### src/rtl/core/rlte_pkg.sv
// Shared types, request codes and helpers for the relay logic term evaluator.
package rlte_pkg;

  // Request kinds carried in the low bits of s_tuser
  localparam logic [2:0] REQ_LOAD   = 3'd0;
  localparam logic [2:0] REQ_SET    = 3'd1;
  localparam logic [2:0] REQ_CLEAR  = 3'd2;
  localparam logic [2:0] REQ_MASK   = 3'd3;
  localparam logic [2:0] REQ_RECALC = 3'd4;

  // Term tables
  localparam logic [1:0] TBL_PREPARE = 2'd0;
  localparam logic [1:0] TBL_MAIN    = 2'd1;
  localparam logic [1:0] TBL_STATIC  = 2'd2;
  localparam logic [1:0] TBL_DYNAMIC = 2'd3;

  // Configuration register indexes (byte address is 8 * index)
  localparam logic [2:0] REG_PREPARE_COUNT = 3'd0;
  localparam logic [2:0] REG_MAIN_COUNT    = 3'd1;
  localparam logic [2:0] REG_STATIC_COUNT  = 3'd2;
  localparam logic [2:0] REG_DYNAMIC_COUNT = 3'd3;
  localparam logic [2:0] REG_BASE_MASK     = 3'd4;

  localparam int COUNT_W = 9;
  localparam int WORD_W  = 64;
  localparam int LIM_W   = 13;  // holds any term limit up to 4096

  // Commands from controller to datapath
  typedef struct packed {
    logic       mem_we;
    logic       mem_re;
    logic [1:0] tbl;
    logic       set_bit;
    logic       clr_bit;
    logic       mask_st;
    logic       start;
    logic       capture;
  } rlte_cmd_t;

  // Status from datapath to controller
  typedef struct packed {
    logic rd_busy;
  } rlte_stat_t;

  // A count above the table size acts as the table size
  function automatic logic [LIM_W-1:0] limit_count(input logic [COUNT_W-1:0] cnt,
                                                    input logic [LIM_W-1:0] max_t);
    logic [LIM_W-1:0] c;
    c = LIM_W'(cnt);
    return (c > max_t) ? max_t : c;
  endfunction

endpackage

### src/rtl/core/rlte_ctrl.sv
// Controller: request decode, term table scan sequencing and result handshake.
module rlte_ctrl #(
  parameter int IDX_W     = 8,
  parameter int CNT_W     = 9
) (
  input  logic                       clk,
  input  logic                       rst,
  input  logic                       s_tvalid,
  output logic                       s_tready,
  input  logic [2:0]                 req_type,
  input  logic [1:0]                 table_select,
  input  logic [7:0]                 entry_index,
  input  logic [3:0][CNT_W-1:0]      lim,
  output logic                       m_tvalid,
  input  logic                       m_tready,
  output rlte_pkg::rlte_cmd_t        cmd,
  output logic [IDX_W-1:0]           mem_idx,
  input  rlte_pkg::rlte_stat_t       stat
);
  import rlte_pkg::*;

  typedef enum logic [1:0] {
    ST_IDLE,
    ST_SCAN,
    ST_DONE
  } state_t;

  state_t           state;
  logic [1:0]       scan_tbl;
  logic [CNT_W-1:0] scan_cnt;
  logic             accept;
  logic             scan_more;
  logic             out_free;

  assign s_tready  = (state == ST_IDLE);
  assign accept    = s_tvalid && s_tready;
  assign scan_more = (scan_cnt < lim[scan_tbl]);
  assign out_free  = !m_tvalid || m_tready;

  always_comb begin
    cmd     = '0;
    mem_idx = '0;
    case (state)
      ST_IDLE: begin
        if (accept) begin
          case (req_type)
            REQ_LOAD: begin
              cmd.tbl    = table_select;
              mem_idx    = IDX_W'(entry_index);
              cmd.mem_we = (LIM_W'(entry_index) < LIM_W'(lim[table_select]));
            end
            REQ_SET:    cmd.set_bit = 1'b1;
            REQ_CLEAR:  cmd.clr_bit = 1'b1;
            REQ_MASK:   cmd.mask_st = 1'b1;
            REQ_RECALC: cmd.start   = 1'b1;
            default: ;
          endcase
        end
      end
      ST_SCAN: begin
        cmd.tbl    = scan_tbl;
        mem_idx    = scan_cnt[IDX_W-1:0];
        cmd.mem_re = scan_more;
      end
      ST_DONE: cmd.capture = !stat.rd_busy && out_free;
      default: ;
    endcase
  end

  always_ff @(posedge clk) begin
    if (rst) begin
      state    <= ST_IDLE;
      m_tvalid <= 1'b0;
      scan_tbl <= TBL_PREPARE;
      scan_cnt <= '0;
    end else begin
      // a capture refills the slot even as the old word leaves
      if (cmd.capture) begin
        m_tvalid <= 1'b1;
      end else if (m_tvalid && m_tready) begin
        m_tvalid <= 1'b0;
      end
      case (state)
        ST_IDLE: begin
          if (accept && req_type == REQ_RECALC) begin
            state    <= ST_SCAN;
            scan_tbl <= TBL_PREPARE;
            scan_cnt <= '0;
          end
        end
        ST_SCAN: begin
          if (scan_more) begin
            scan_cnt <= scan_cnt + 1'b1;
          end else if (scan_tbl == TBL_DYNAMIC) begin
            state <= ST_DONE;
          end else begin
            scan_tbl <= scan_tbl + 1'b1;
            scan_cnt <= '0;
          end
        end
        ST_DONE: begin
          if (cmd.capture) begin
            state <= ST_IDLE;
          end
        end
        default: state <= ST_IDLE;
      endcase
    end
  end

endmodule

### config.mk
export PLATFORM = sky130hd
export DESIGN_NAME = rlte_ctrl
export DESIGN_NICKNAME = d
export VERILOG_FILES = /design/src/rtl/core/rlte_pkg.sv /design/src/rtl/core/rlte_ctrl.sv
export SDC_FILE = /design/constraint.sdc
export NUM_CORES = 1
export LEC_CHECK = 0
export BUFFER_PORTS_ARGS = -buffer_cell sky130_fd_sc_hd__buf_2
export CORE_MARGIN = 2
export CORE_UTILIZATION = 50
export CTS_BUF_LIST = sky130_fd_sc_hd__clkbuf_4 sky130_fd_sc_hd__clkbuf_8 sky130_fd_sc_hd__clkbuf_16
export DETAILED_ROUTE_END_ITERATION = 7
export GPL_ROUTABILITY_DRIVEN = 0
export PLACE_DENSITY = 0.83
export SYNTH_ARGS = -nofsm -noshare
export SYNTH_HDL_FRONTEND = slang
export SYNTH_SLANG_ARGS = --single-unit
### constraint.sdc
create_clock -name clk -period 6.9 [get_ports clk]
set_clock_uncertainty 0.15 [all_clocks]
set_input_delay 0.69 -clock clk [delete_from_list [all_inputs] [get_ports clk]]
set_output_delay 0.69 -clock clk [all_outputs]
set_load 0.01 [all_outputs]
Yosys cells after proc, flatten, opt, wreduce, memory -nomap -nowiden
Index checks and enable logic that the tools add are counted.
{"block": "totals", "register_bits": 14, "out_inout_bits": 19, "input_bits": 54}
{"block": "classes", "eq_ne": 13, "reduce_logical": 14, "add_sub_neg": 2, "magnitude_cmp": 4, "n_mux": 35}
{"operator": "$mux 9", "count": 5}
{"operator": "$bmux 9 s2", "count": 2}
{"operator": "$pmux 9 s2", "count": 1}
{"operator": "$mux 2", "count": 8}
{"operator": "$mux 8", "count": 2}
{"operator": "$pmux 8 s2", "count": 1}
{"operator": "$mux 1", "count": 11}
{"operator": "$add 9x1->9 const B", "count": 1}
{"operator": "$lt 8x9->1", "count": 1}
{"operator": "$lt 9x9->1", "count": 1}
{"operator": "$ne 2x2->1 const B", "count": 4}
{"operator": "$pmux 2 s2", "count": 2}
{"operator": "$reduce_and 4->1", "count": 2}
{"operator": "$eq 3x2->1 const B", "count": 2}
{"operator": "$lt 2x3->1 const B", "count": 2}
{"operator": "$mux 6", "count": 1}
{"operator": "$pmux 2 s3", "count": 1}
{"operator": "$eq 2x2->1 const B", "count": 2}
{"operator": "$logic_and 1x1->1", "count": 4}
{"operator": "$mux 4", "count": 1}
{"operator": "$reduce_bool 2->1", "count": 2}
{"operator": "$eq 3x1->1 const B", "count": 1}
{"operator": "$eq 3x3->1 const B", "count": 1}
{"operator": "$logic_not 3->1", "count": 1}
{"operator": "8 further kinds", "count": 9}

Logic depth before layout (Yosys ltp)
Gate-level depths: netlist (run 1).
{"block": "logic_depth", "depth_word": 6, "ltp_mapped": 9, "mapped_depth_nobuf": 8}

Worst setup path after synthesis (run 1)
OpenSTA, ideal clock, no wires.
{"block": "synth_path", "path_kind": "input port to output port", "start": "input port table_select[0]", "end": "output port cmd[8] (netlist bit)", "path_buffers": 1, "path_slack_ns": 3.403, "t_arrival_ns": 2.657, "path_stages": 9, "cell_sequence": "buf_2 > mux4_2 > inv_1 > ha_1 > a21o_1 > a21o_1 > a211o_1 > a31oi_1 > o21a_1"}
{"element": "start, declared", "line": "rlte_ctrl.sv:11", "text": "input logic [1:0] table_select,"}
{"element": "end, declared", "line": "rlte_ctrl.sv:16", "text": "output rlte_pkg::rlte_cmd_t cmd,"}

==> summary.md, run 1 <==
| Metric | Value |
|---|---|
| Yosys Warn Count | `0` |
| Worst setup margin | `between 3 and 4 ns` |
| GR Overflow Total | `0` |
| Drc violations | `0` |
| Setup bufs post-CTS | `0` |
| Hold Violations, Final | `0` |
| Most Frequent Cell on Critical Path | `inv_1` |
| Fin nets | `around 330` |
| Register Area | `~280 µm²` |
| HPWL Detailed | `between 3000 and 4000 µm` |
| CTS-repair resized insts | `0` |
| Finish-stage setup viols | `0` |
| CP required | `6.06 ns` |
| Starting DRC count in detailed routing | `between 60 and 70` |
| Flop pwr share | `a little under two fifths` |
| Clock Power Share | `between 20 and 30%` |
| Status | `completed` |
| Share of flip-flops with an asynchronous set or reset | `0%` |
| Port bufs | `72` |
| Post-Place Cells | `slightly above 300` |
| Cell variety after synth | `43` |
| Total power | `0.2221 mW` |
| Area Growth Syn to Fin | `23.75%` |
| Kind of critical path | `reg2out` |
| CP Cell Sequence | `mux4_2 > inv_1 > ha_1 > nand2_1 > nor4_2 > a31oi_4 > nand2_2 > inv_1 > buf_2` |
| Filler cells | `between 200 and 300` |
| Max-slew headroom | `between 10% and 20%` |
| FP Rows | `21` |
| CTS sink cnt | `14` |
| Vias/cell | `5.879` |
| EDFF count, synth | `0` |
| Drt pass-1 iters | `4` |
| Die span in x | `between 60 and 70 µm` |
| Gate power share | `between 30% and 40%` |
| Max-slew violation count | `0` |
| Static leakage | `1.039 nW` |
| Worst vdd ir | `0.00006729 V` |
| Top Ports | `between 70 and 80` |
| Yosys top cell by area | `mux4_2` |
| Post-synth top cells | `inv_1, ha_1, mux4_2` |
| Multi-input combinational cell area | `approximately 0.0014 mm²` |
| Prevailing post-synth register cell | `dfxtp_1` |
| Tot GR Track Use | `roughly a quarter` |
| Design area | `approximately 0.0022 mm²` |
| Worst Tran Pin Value | `1.203 ns` |
| CTS tree | `done` |
| Initial Utilization | `between 50 and 60%` |
| Hold-fix buffers, CTS | `0` |
| Pwr dens | `between 100 and 150 mW/mm²` |
| Share of cells above drive strength 1 | `41.00%` |
| Synthesized area per cell | `9.273 µm²` |
| First-pass GRT wire length | `approximately 8000 µm` |
| CP Buf/Inv Count | `3` |
| Sequential area share after synthesis | `15.74%` |
| Internal Power | `about 0.15 mW` |
| H-tree Lvls | `1` |
| Pre-CTS setup slack | `around 3.2 ns` |
| Crit path DAT | `~3.0 ns` |
| CP Capture Type | `primary output` |
| Post-route minimum period | `between 3 and 4 ns` |
| Fmax | `between 0.2 and 0.3 GHz` |
| Setup TNS | `0 ns` |
| Die area | `approximately 0.0041 mm²` |
| Vias in the first global route | `about 1.8k` |
| Largest net degree at the start of global routing | `15` |
| Mapped cell area | `0.001780 mm²` |
| CTS Buffer Depth | `2` |
| Critical Path Fanout Max | `12` |
| Placed inst area | `~0.0022 mm²` |
| Total CTS buffers | `3` |
| Min-delay worst type | `reg2reg` |
| Drt wl/cell | `15.04 µm` |
| Gate count after technology mapping | `~190` |
| Antenna cells | `0` |
| Routed wire length | `about 4600 µm` |
| Sw power | `0.06774 mW` |
| RSZ-0062 raised after global routing | `false` |
| Net Sw Frac | `slightly above 30%` |
| Worst setup SP type | `register` |
| Clk_lat worst skew | `approximately 0.29 ns` |
| Kind of cell adding the most delay to the critical path | `flip-flops` |
| Core ar. | `approximately 0.0034 mm²` |
| DIE HEIGHT | `~64 µm` |
| Synth top area share | `a little over a fifth` |
| Register bit total from synthesis | `14` |
| Worst-path clk slew | `approximately 0.09 ns` |
| Antenna violations before repair | `0` |
| Root Buffer | `clkbuf_4` |
| Crit-path slowest cell | `dfxtp_1` |
| Synth area leaders | `mux4_2, dfxtp_1, ha_1, inv_1, a22o_1` |
| Synth Net Count | `roughly 260` |
| Via Count | `approximately 1.8k` |
| Cell with the most instances after synthesis | `inv_1` |
| Fin crit share | `55.60%` |
| Antenna-violating nets left | `0` |
| Max-Cap Viols | `0` |
| Final std cells w/o fill | `307` |
| CP max stage delay | `approximately 0.8 ns` |
==> stage by stage <==
| step | hold slack, ns | util (%) |
|---|---|---|
| 6_report | 0.3830 | 65.01 |
| 3_3_place_gp | 0.3622 | 63.93 |
| 3_5_place_dp | 0.3770 | 63.93 |
| 2_1_floorplan | 0.3308 | - |
| 4_1_cts | 0.3874 | 65.01 |
| 5_1_grt | 0.4001 | 65.01 |
==> layout make-up <==
class / count / share of cell area, %
clock buffers: 4 / 1.647
repair buffers: 72 / 16.35
inverters: 25 / 4.259
well taps: 46 / 2.612
flip-flops and latches: 14 / 12.72
multi-input cells: 146 / 62.41
==> layer usage <==
| layer | up-vias | track usage (%) | routed length, µm |
|---|---|---|---|
| met4 | 0 | 8.967 | 110 |
| li1 | 869 | - | - |
| met5 | - | 0 | 0 |
| met1 | 862 | 30.11 | 1935 |
| met3 | 12 | 3.036 | 219 |
| met2 | 62 | 42.89 | 2353 |
==> cell usage in the layout (no fill, tap or decap), types with 5 or more instances in the layout <==
cell       n
nand2_1   10
ha_1      17
a21oi_1    7
dfxtp_1   14
inv_1     25
mux4_2    17
nor2_1    12
nand2b_1   5
a22o_1    10
nand3_1    8
buf_2     72
==> power by group through the flow <==
stage	logic (mW)	registers (mW)	clock network (mW)
2_1_floorplan	0.0496	0.0841	0
3_3_place_gp	0.0740	0.0858	0
3_5_place_dp	0.0772	0.0858	0
4_1_cts	0.0776	0.0839	0.0610
5_1_grt	0.0864	0.0844	0.0662
6_report	0.0782	0.0839	0.0600
==> final timing paths <==
kind / startpoint / end / slack [ns] / cells after the start
setup reg to reg: scan_tbl[0] / scan_cnt[5] / 3.80 / 8
hold reg to reg: scan_cnt[8] / scan_cnt[8] / 0.38 / 2
setup / recovery: scan_tbl[0] / cmd[7] / 3.06 / 9
hold / removal: scan_cnt[8] / scan_cnt[8] / 0.38 / 2
==> logic make-up (layout without fill, tap and decap cells) <==
logic type	after synthesis	after routing	synth area share (%)
compound gates	45	45	22.00
fa+ha+maj	17	17	11.95
xor+xnor	2	2	0.9840
mux	21	21	23.75
simple gates	61	61	18.55
flops	14	14	15.74
buf+inv	32	101	7.027
==> registers in the layout, indices dropped and copies added, names as in the netlist <==
register  flops
scan_cnt      9
m_tvalid      1
state         2
scan_tbl      2
==> worst reg2reg max path, stage by stage (launching register included) <==
cell      delay (ns)
dfxtp_1         0.78
mux4_2          0.61
inv_1           0.07
ha_1            0.24
a21oi_1         0.15
o21ai_0         0.14
a21oi_1         0.47
nand2_2         0.23
o221ai_2        0.17
(Power assumes the default switching activity.)
==> run 2, diff against run 1 <==
--- a/config.mk
+++ b/config.mk
@@ -7,11 +7,11 @@
 export LEC_CHECK = 0
 export BUFFER_PORTS_ARGS = -buffer_cell sky130_fd_sc_hd__buf_2
 export CORE_MARGIN = 2
-export CORE_UTILIZATION = 50
+export CORE_UTILIZATION = 44
 export CTS_BUF_LIST = sky130_fd_sc_hd__clkbuf_4 sky130_fd_sc_hd__clkbuf_8 sky130_fd_sc_hd__clkbuf_16
 export DETAILED_ROUTE_END_ITERATION = 7
 export GPL_ROUTABILITY_DRIVEN = 0
-export PLACE_DENSITY = 0.83
+export PLACE_DENSITY = 0.77
 export SYNTH_ARGS = -nofsm -noshare
 export SYNTH_HDL_FRONTEND = slang
 export SYNTH_SLANG_ARGS = --single-unit
==> constraint.sdc (replaced) <==
create_clock -name clk -period 3.1 [get_ports clk]
set_clock_uncertainty 0.15 [all_clocks]
set_input_delay 0.31 -clock clk [delete_from_list [all_inputs] [get_ports clk]]
set_output_delay 0.31 -clock clk [all_outputs]
set_load 0.01 [all_outputs]
==> summary.md, run 2 (synthesis gave the netlist of run 1 again) <==
| Metric | Value |
|---|---|
| Die span in x | `67.61 µm (was 63.68 µm)` |
| Pre-CTS setup slack | `0.1573 ns (was 3.157 ns)` |
| Setup TNS | `0 ns (unchanged)` |
| Worst vdd ir | `0.0001107 V (was 0.00006729 V)` |
| Starting DRC count in detailed routing | `71 (was 67)` |
| Met3 Use GR | `1.333% (was 3.036%)` |
| Top Registers | `scan_cnt: 9 flops, scan_tbl: 2 flops, state: 2 flops (unchanged)` |
| Crit path DAT | `2.44 ns (was 3.00 ns)` |
| Fin nets | `340 (was 333)` |
| First-pass GRT wire length | `7300 µm (was 7866 µm)` |
| Register Area | `284.0 µm² (was 280.3 µm²)` |
| Core ar. | `0.003943 mm² (was 0.003390 mm²)` |
| CP Capture Type | `primary output (unchanged)` |
| GR Overflow Total | `0 (unchanged)` |
| Worst-path clk slew | `0.06 ns (was 0.09 ns)` |
| Fin crit share | `approximately 94%` |
| Post-route minimum period | `a little under 3 ns` |
| FP Rows | `23 (was 21)` |
| Area Growth Syn to Fin | `27.48% (was 23.75%)` |
| Die area | `0.004571 mm² (was 0.004055 mm²)` |
| Fmax | `0.3448 GHz` |
| Routed wire length | `4404 µm (was 4618 µm)` |
| CTS Buffer Depth | `2 (unchanged)` |
| GR Util met2 | `36.03% (was 42.89%)` |
| Hold Violations, Final | `0 (unchanged)` |
| HPWL Detailed | `3661 µm (was 3884 µm)` |
| CTS sink cnt | `14 (unchanged)` |
| Worst setup SP type | `register (unchanged)` |
| Max-slew violation count | `0 (unchanged)` |
| Filler cells | `353 (was 282)` |
| Port bufs | `72 (unchanged)` |
| CTS tree | `done (unchanged)` |
| H-tree Lvls | `1 (unchanged)` |
| Static leakage | `1.077 nW (was 1.039 nW)` |
| Total CTS buffers | `3 (unchanged)` |
| CP required | `2.64 ns (was 6.06 ns)` |
| Clk_lat worst skew | `0.25 ns (was 0.29 ns)` |
| Min-delay worst type | `in2reg (was reg2reg)` |
| Commonest cells after routing, fill and taps aside | `buf_2, inv_1, mux4_2, ha_1, dfxtp_1 (unchanged)` |
| Tot GR Track Use | `21.05% (was 24.30%)` |
| Max FFs per register | `9 (unchanged)` |
| Antenna cells | `0 (unchanged)` |
| Critical Path Fanout Max | `12 (unchanged)` |
| Finish-stage setup viols | `0 (unchanged)` |
| Via Count | `1758 (was 1805)` |
| Met1 GRT Util | `25.51% (was 30.11%)` |
| RSZ-0062 raised after global routing | `false (unchanged)` |
| Initial Utilization | `45.16% (was 52.53%)` |
| Drt wl/cell | `13.89 µm (was 15.04 µm)` |
| GRT Max-Usage Layer | `met2 (unchanged)` |
| Drc violations | `0 (unchanged)` |
| Largest register by flop count | `scan_cnt (unchanged)` |
| Vias/cell | `5.546 (was 5.879)` |
| Vias in the first global route | `1771 (was 1808)` |
| Root Buffer | `clkbuf_8 (was clkbuf_4)` |
| Commonest non-fill, non-tap cell in the layout | `buf_2 (unchanged)` |
| Largest net degree at the start of global routing | `13 (was 15)` |
| Max-Cap Viols | `0 (unchanged)` |
| Max-slew headroom | `63.58% (was 19.16%)` |
| Worst setup margin | `0.1998 ns (was 3.064 ns)` |
| Drt pass-1 iters | `4 (unchanged)` |
| Antenna violations before repair | `0 (unchanged)` |
| Status | `completed (unchanged)` |
| Multi-input combinational cell area | `0.001375 mm² (unchanged)` |
| Share of cells above drive strength 1 | `42.70% (was 41.00%)` |
| Kind of critical path | `reg2out (unchanged)` |
| Worst Tran Pin Value | `0.5455 ns (was 1.203 ns)` |
| Pwr dens | `226.0 mW/mm² (was 100.8 mW/mm²)` |
| Top Ports | `73 (unchanged)` |
| DIE HEIGHT | `67.61 µm (was 63.68 µm)` |
| Antenna-violating nets left | `0 (unchanged)` |
-- run 2: layout make-up --
| class | instances | area share [%] |
|---|---|---|
| clock buffers | 3 | 1.819 |
| flip-flops and latches | 14 | 12.51 |
| repair buffers | 79 | 18.19 |
| multi-input cells | 146 | 60.58 |
| inverters | 25 | 4.135 |
| well taps | 50 | 2.756 |
-- run 2: timing repair --
action,4_1_cts,5_1_grt
cloned,0,0
gates resized for setup,1,1
setup endpoints to repair,1,1
hold buffers,0,0
setup buffers,0,0
-- run 2: through the flow --
step                      power, mW  utilization, %  instances  instance area (µm²)  hold WS, ns
after floorplan              0.2976               -        192                 1780       0.3308
after global placement       0.3608           56.43        314                 2225       0.3443
after detailed placement     0.3660           56.43        314                 2225       0.3549
after CTS                    0.5160           57.51        317                 2267       0.1834
after global routing         0.5444           57.57        317                 2270       0.1914
final                        0.5129           57.57        317                 2270       0.1800
-- run 2: per-layer routing --
metal	part of all wire, %	up-vias
li1	-	882
met1	44	799
met2	48	66
met3	5.7	11
met4	3.0	0
met5	0	-
-- run 2: worst paths after layout --
path	endpoint	cells past startpoint	slack [ns]	from
setup reg to reg	scan_tbl[0]	9	0.43	scan_tbl[1]
hold / removal	scan_tbl[0]	2	0.18	rst
hold reg to reg	scan_cnt[8]	2	0.36	scan_cnt[8]
setup / recovery	cmd[7]	10	0.20	scan_tbl[1]
-- run 2: power by group --
part	internal (mW)	switching [mW]	leakage (nW)
Combinational	0.0939	0.0811	0.941
Clock	0.0862	0.0651	0.0216
Sequential	0.181	0.00536	0.114
-- run 2: critical path, stage by stage, from the launching register on --
cell     delay [ns]
dfxtp_1        0.66
mux4_2         0.30
inv_1          0.05
ha_1           0.28
nand2_1        0.10
nor4_2         0.29
buf_4          0.17
a31oi_4        0.07
nand2_2        0.10
inv_1          0.04
buf_2          0.13
==> run 3, diff against run 2 <==
--- a/config.mk
+++ b/config.mk
@@ -6,9 +6,7 @@
 export NUM_CORES = 1
 export LEC_CHECK = 0
 export BUFFER_PORTS_ARGS = -buffer_cell sky130_fd_sc_hd__buf_2
-export CORE_MARGIN = 2
 export CORE_UTILIZATION = 44
-export CTS_BUF_LIST = sky130_fd_sc_hd__clkbuf_4 sky130_fd_sc_hd__clkbuf_8 sky130_fd_sc_hd__clkbuf_16
 export DETAILED_ROUTE_END_ITERATION = 7
 export GPL_ROUTABILITY_DRIVEN = 0
 export PLACE_DENSITY = 0.77
==> summary.md, run 3 (synthesis gave the netlist of run 1 again) <==
| Metric | Value |
|---|---|
| Status | `completed (unchanged)` |
| Commonest non-fill, non-tap cell in the layout | `buf_2 (unchanged)` |
| CP Cell Sequence | `buf_4 > mux4_2 > inv_1 > ha_1 > nand2_1 > o21ai_0 > nand2_1 > nand2_2 > inv_1 > buf_2 (was mux4_2 > inv_1 > ha_1 > nand2_1 > nor4_2 > buf_4 > a31oi_4 > nand2_2 > inv_1 > buf_2)` |
| CTS Buffer Depth | `2 (unchanged)` |
| Max-slew headroom | `74.59% (was 63.58%)` |
| Area Growth Syn to Fin | `27.90% (was 27.48%)` |
| Initial Utilization | `47.21% (was 45.16%)` |
| Drc violations | `0 (unchanged)` |
| GR Overflow Total | `0 (unchanged)` |
| Port bufs | `72 (unchanged)` |
| Routed wire length | `4462 µm (was 4404 µm)` |
| Top Registers | `scan_cnt: 9 flops, scan_tbl: 2 flops, state: 2 flops (unchanged)` |
| HPWL Detailed | `3795 µm (was 3661 µm)` |
| Worst setup SP type | `register (unchanged)` |
| Crit path DAT | `2.42 ns (was 2.44 ns)` |
| Max-slew violation count | `0 (unchanged)` |
| Critical Path Fanout Max | `10 (was 12)` |
| Clk_lat worst skew | `0.25 ns (about the same)` |
| Min-delay worst type | `in2reg (unchanged)` |
| Antenna-violating nets left | `0 (unchanged)` |
| First-pass GRT wire length | `7583 µm (was 7300 µm)` |
| Drt wl/cell | `14.17 µm (was 13.89 µm)` |
| Worst vdd ir | `0.0001103 V (was 0.0001107 V)` |
| CP Capture Type | `primary output (unchanged)` |
| Vias in the first global route | `1739 (was 1771)` |
| Crit-path slowest cell | `mux4_2 (was dfxtp_1)` |
| Drt pass-1 iters | `4 (unchanged)` |
| H-tree Lvls | `1 (unchanged)` |
| Total CTS buffers | `3 (unchanged)` |
| Commonest cells after routing, fill and taps aside | `buf_2, inv_1, mux4_2, ha_1 (was buf_2, inv_1, mux4_2, ha_1, dfxtp_1)` |
| CTS tree | `done (unchanged)` |
| Via Count | `1798 (was 1758)` |
| Starting DRC count in detailed routing | `100 (was 71)` |
| CTS sink cnt | `14 (unchanged)` |
| Pwr dens | `225.6 mW/mm² (was 226.0 mW/mm²)` |
| Die span in x | `65.61 µm (was 67.61 µm)` |
| CP required | `2.64 ns (about the same)` |
| Die area | `0.004305 mm² (was 0.004571 mm²)` |
| Hold-fix buffers, CTS | `0 (unchanged)` |
| Finish-stage setup viols | `0 (unchanged)` |
| Largest register by flop count | `scan_cnt (unchanged)` |
| Final Core Density | `60.38% (was 57.57%)` |
| Tot GR Track Use | `22.63% (was 21.05%)` |
| RSZ-0062 raised after global routing | `false (unchanged)` |
| Filler cells | `328 (was 353)` |
| FP Rows | `22 (was 23)` |
| Setup bufs post-CTS | `0 (unchanged)` |
| Setup TNS | `0 ns (unchanged)` |
| Antenna cells | `0 (unchanged)` |
| CP max stage delay | `0.49 ns (was 0.66 ns)` |
| Max-Cap Viols | `0 (unchanged)` |
| DIE HEIGHT | `65.61 µm (was 67.61 µm)` |
| Kind of critical path | `reg2out (unchanged)` |
| Share of cells above drive strength 1 | `43.07% (was 42.70%)` |
| Hold Violations, Final | `0 (unchanged)` |
| Core ar. | `0.003771 mm² (was 0.003943 mm²)` |
| Fin crit share | `92.81% (was 93.55%)` |
| Worst Tran Pin Value | `0.3759 ns (was 0.5455 ns)` |
| CTS-repair resized insts | `1 (unchanged)` |
| Antenna violations before repair | `0 (unchanged)` |
| Top Ports | `73 (unchanged)` |
| Fin nets | `340 (unchanged)` |
| Root Buffer | `clkbuf_8 (unchanged)` |
| Post-route minimum period | `2.877 ns (was 2.900 ns)` |
| Largest net degree at the start of global routing | `12 (was 13)` |
| Fmax | `0.3476 GHz (was 0.3448 GHz)` |
| Static leakage | `1.082 nW (was 1.077 nW)` |
| Worst-path clk slew | `0.06 ns (about the same)` |
| Vias/cell | `5.708 (was 5.546)` |
| Max FFs per register | `9 (unchanged)` |
## run 3: report_power, final
| group | total [mW] | switching [mW] | internal [mW] | leakage, nW |
|---|---|---|---|---|
| logic | 0.179 | 0.0844 | 0.0947 | 0.947 |
| clock network | 0.149 | 0.0626 | 0.0860 | 0.0216 |
| registers | 0.186 | 0.00474 | 0.181 | 0.114 |
| total | 0.514 | 0.152 | 0.362 | 1.08 |
## run 3: final cells by class
cell class                 instances  area, µm²  area share [%]
tap                               48      60.06           2.637
multi-input combinational        146       1384           60.77
inverter                          25      93.84           4.121
sequential                        14      285.3           12.53
timing repair buffer              79      412.9           18.13
clock buffer                       3      41.29           1.813
## run 3: worst max-delay path, delay by kind of cell, from the launching register on
kind	cells	cell delay (ns)
simple gates	3	0.39
mux	1	0.49
fa+ha+maj	1	0.13
flops	1	0.45
compound gates	1	0.30
buf+inv	4	0.40
## run 3: worst paths after layout
path / start / to / slack (ns) / depth (start not counted)
worst max-delay path: scan_tbl[0] / cmd[7] / 0.22 / 10
worst min register to register: scan_cnt[8] / scan_cnt[8] / 0.38 / 2
worst max register to register: scan_tbl[0] / scan_tbl[0] / 0.41 / 9
worst min-delay path: rst / scan_tbl[0] / 0.18 / 2
## run 3: routing by layer
metal  vias to the layer above  track usage, %  part of all wire, %
li1                        882               -                    -
met1                       847           28.94                   44
met2                        58           37.76                   49
met3                        11           2.604                  4.8
met4                         0           10.60                  2.4
met5                         -               0                    0
## run 3: per-stage QoR
stage | setup slack, ns | instances | hold slack, ns | total power [mW] | instance area, µm²
after global routing | 0.03875 | 315 | 0.2036 | 0.5433 | 2277
final | 0.2227 | 315 | 0.1836 | 0.5137 | 2277
after global placement | 0.2125 | 312 | 0.3671 | 0.3623 | 2222
after CTS | 0.07565 | 315 | 0.1881 | 0.5118 | 2265
after detailed placement | 0.1357 | 312 | 0.3691 | 0.3668 | 2222
after floorplan | 0.3628 | 192 | 0.3308 | 0.2976 | 1780
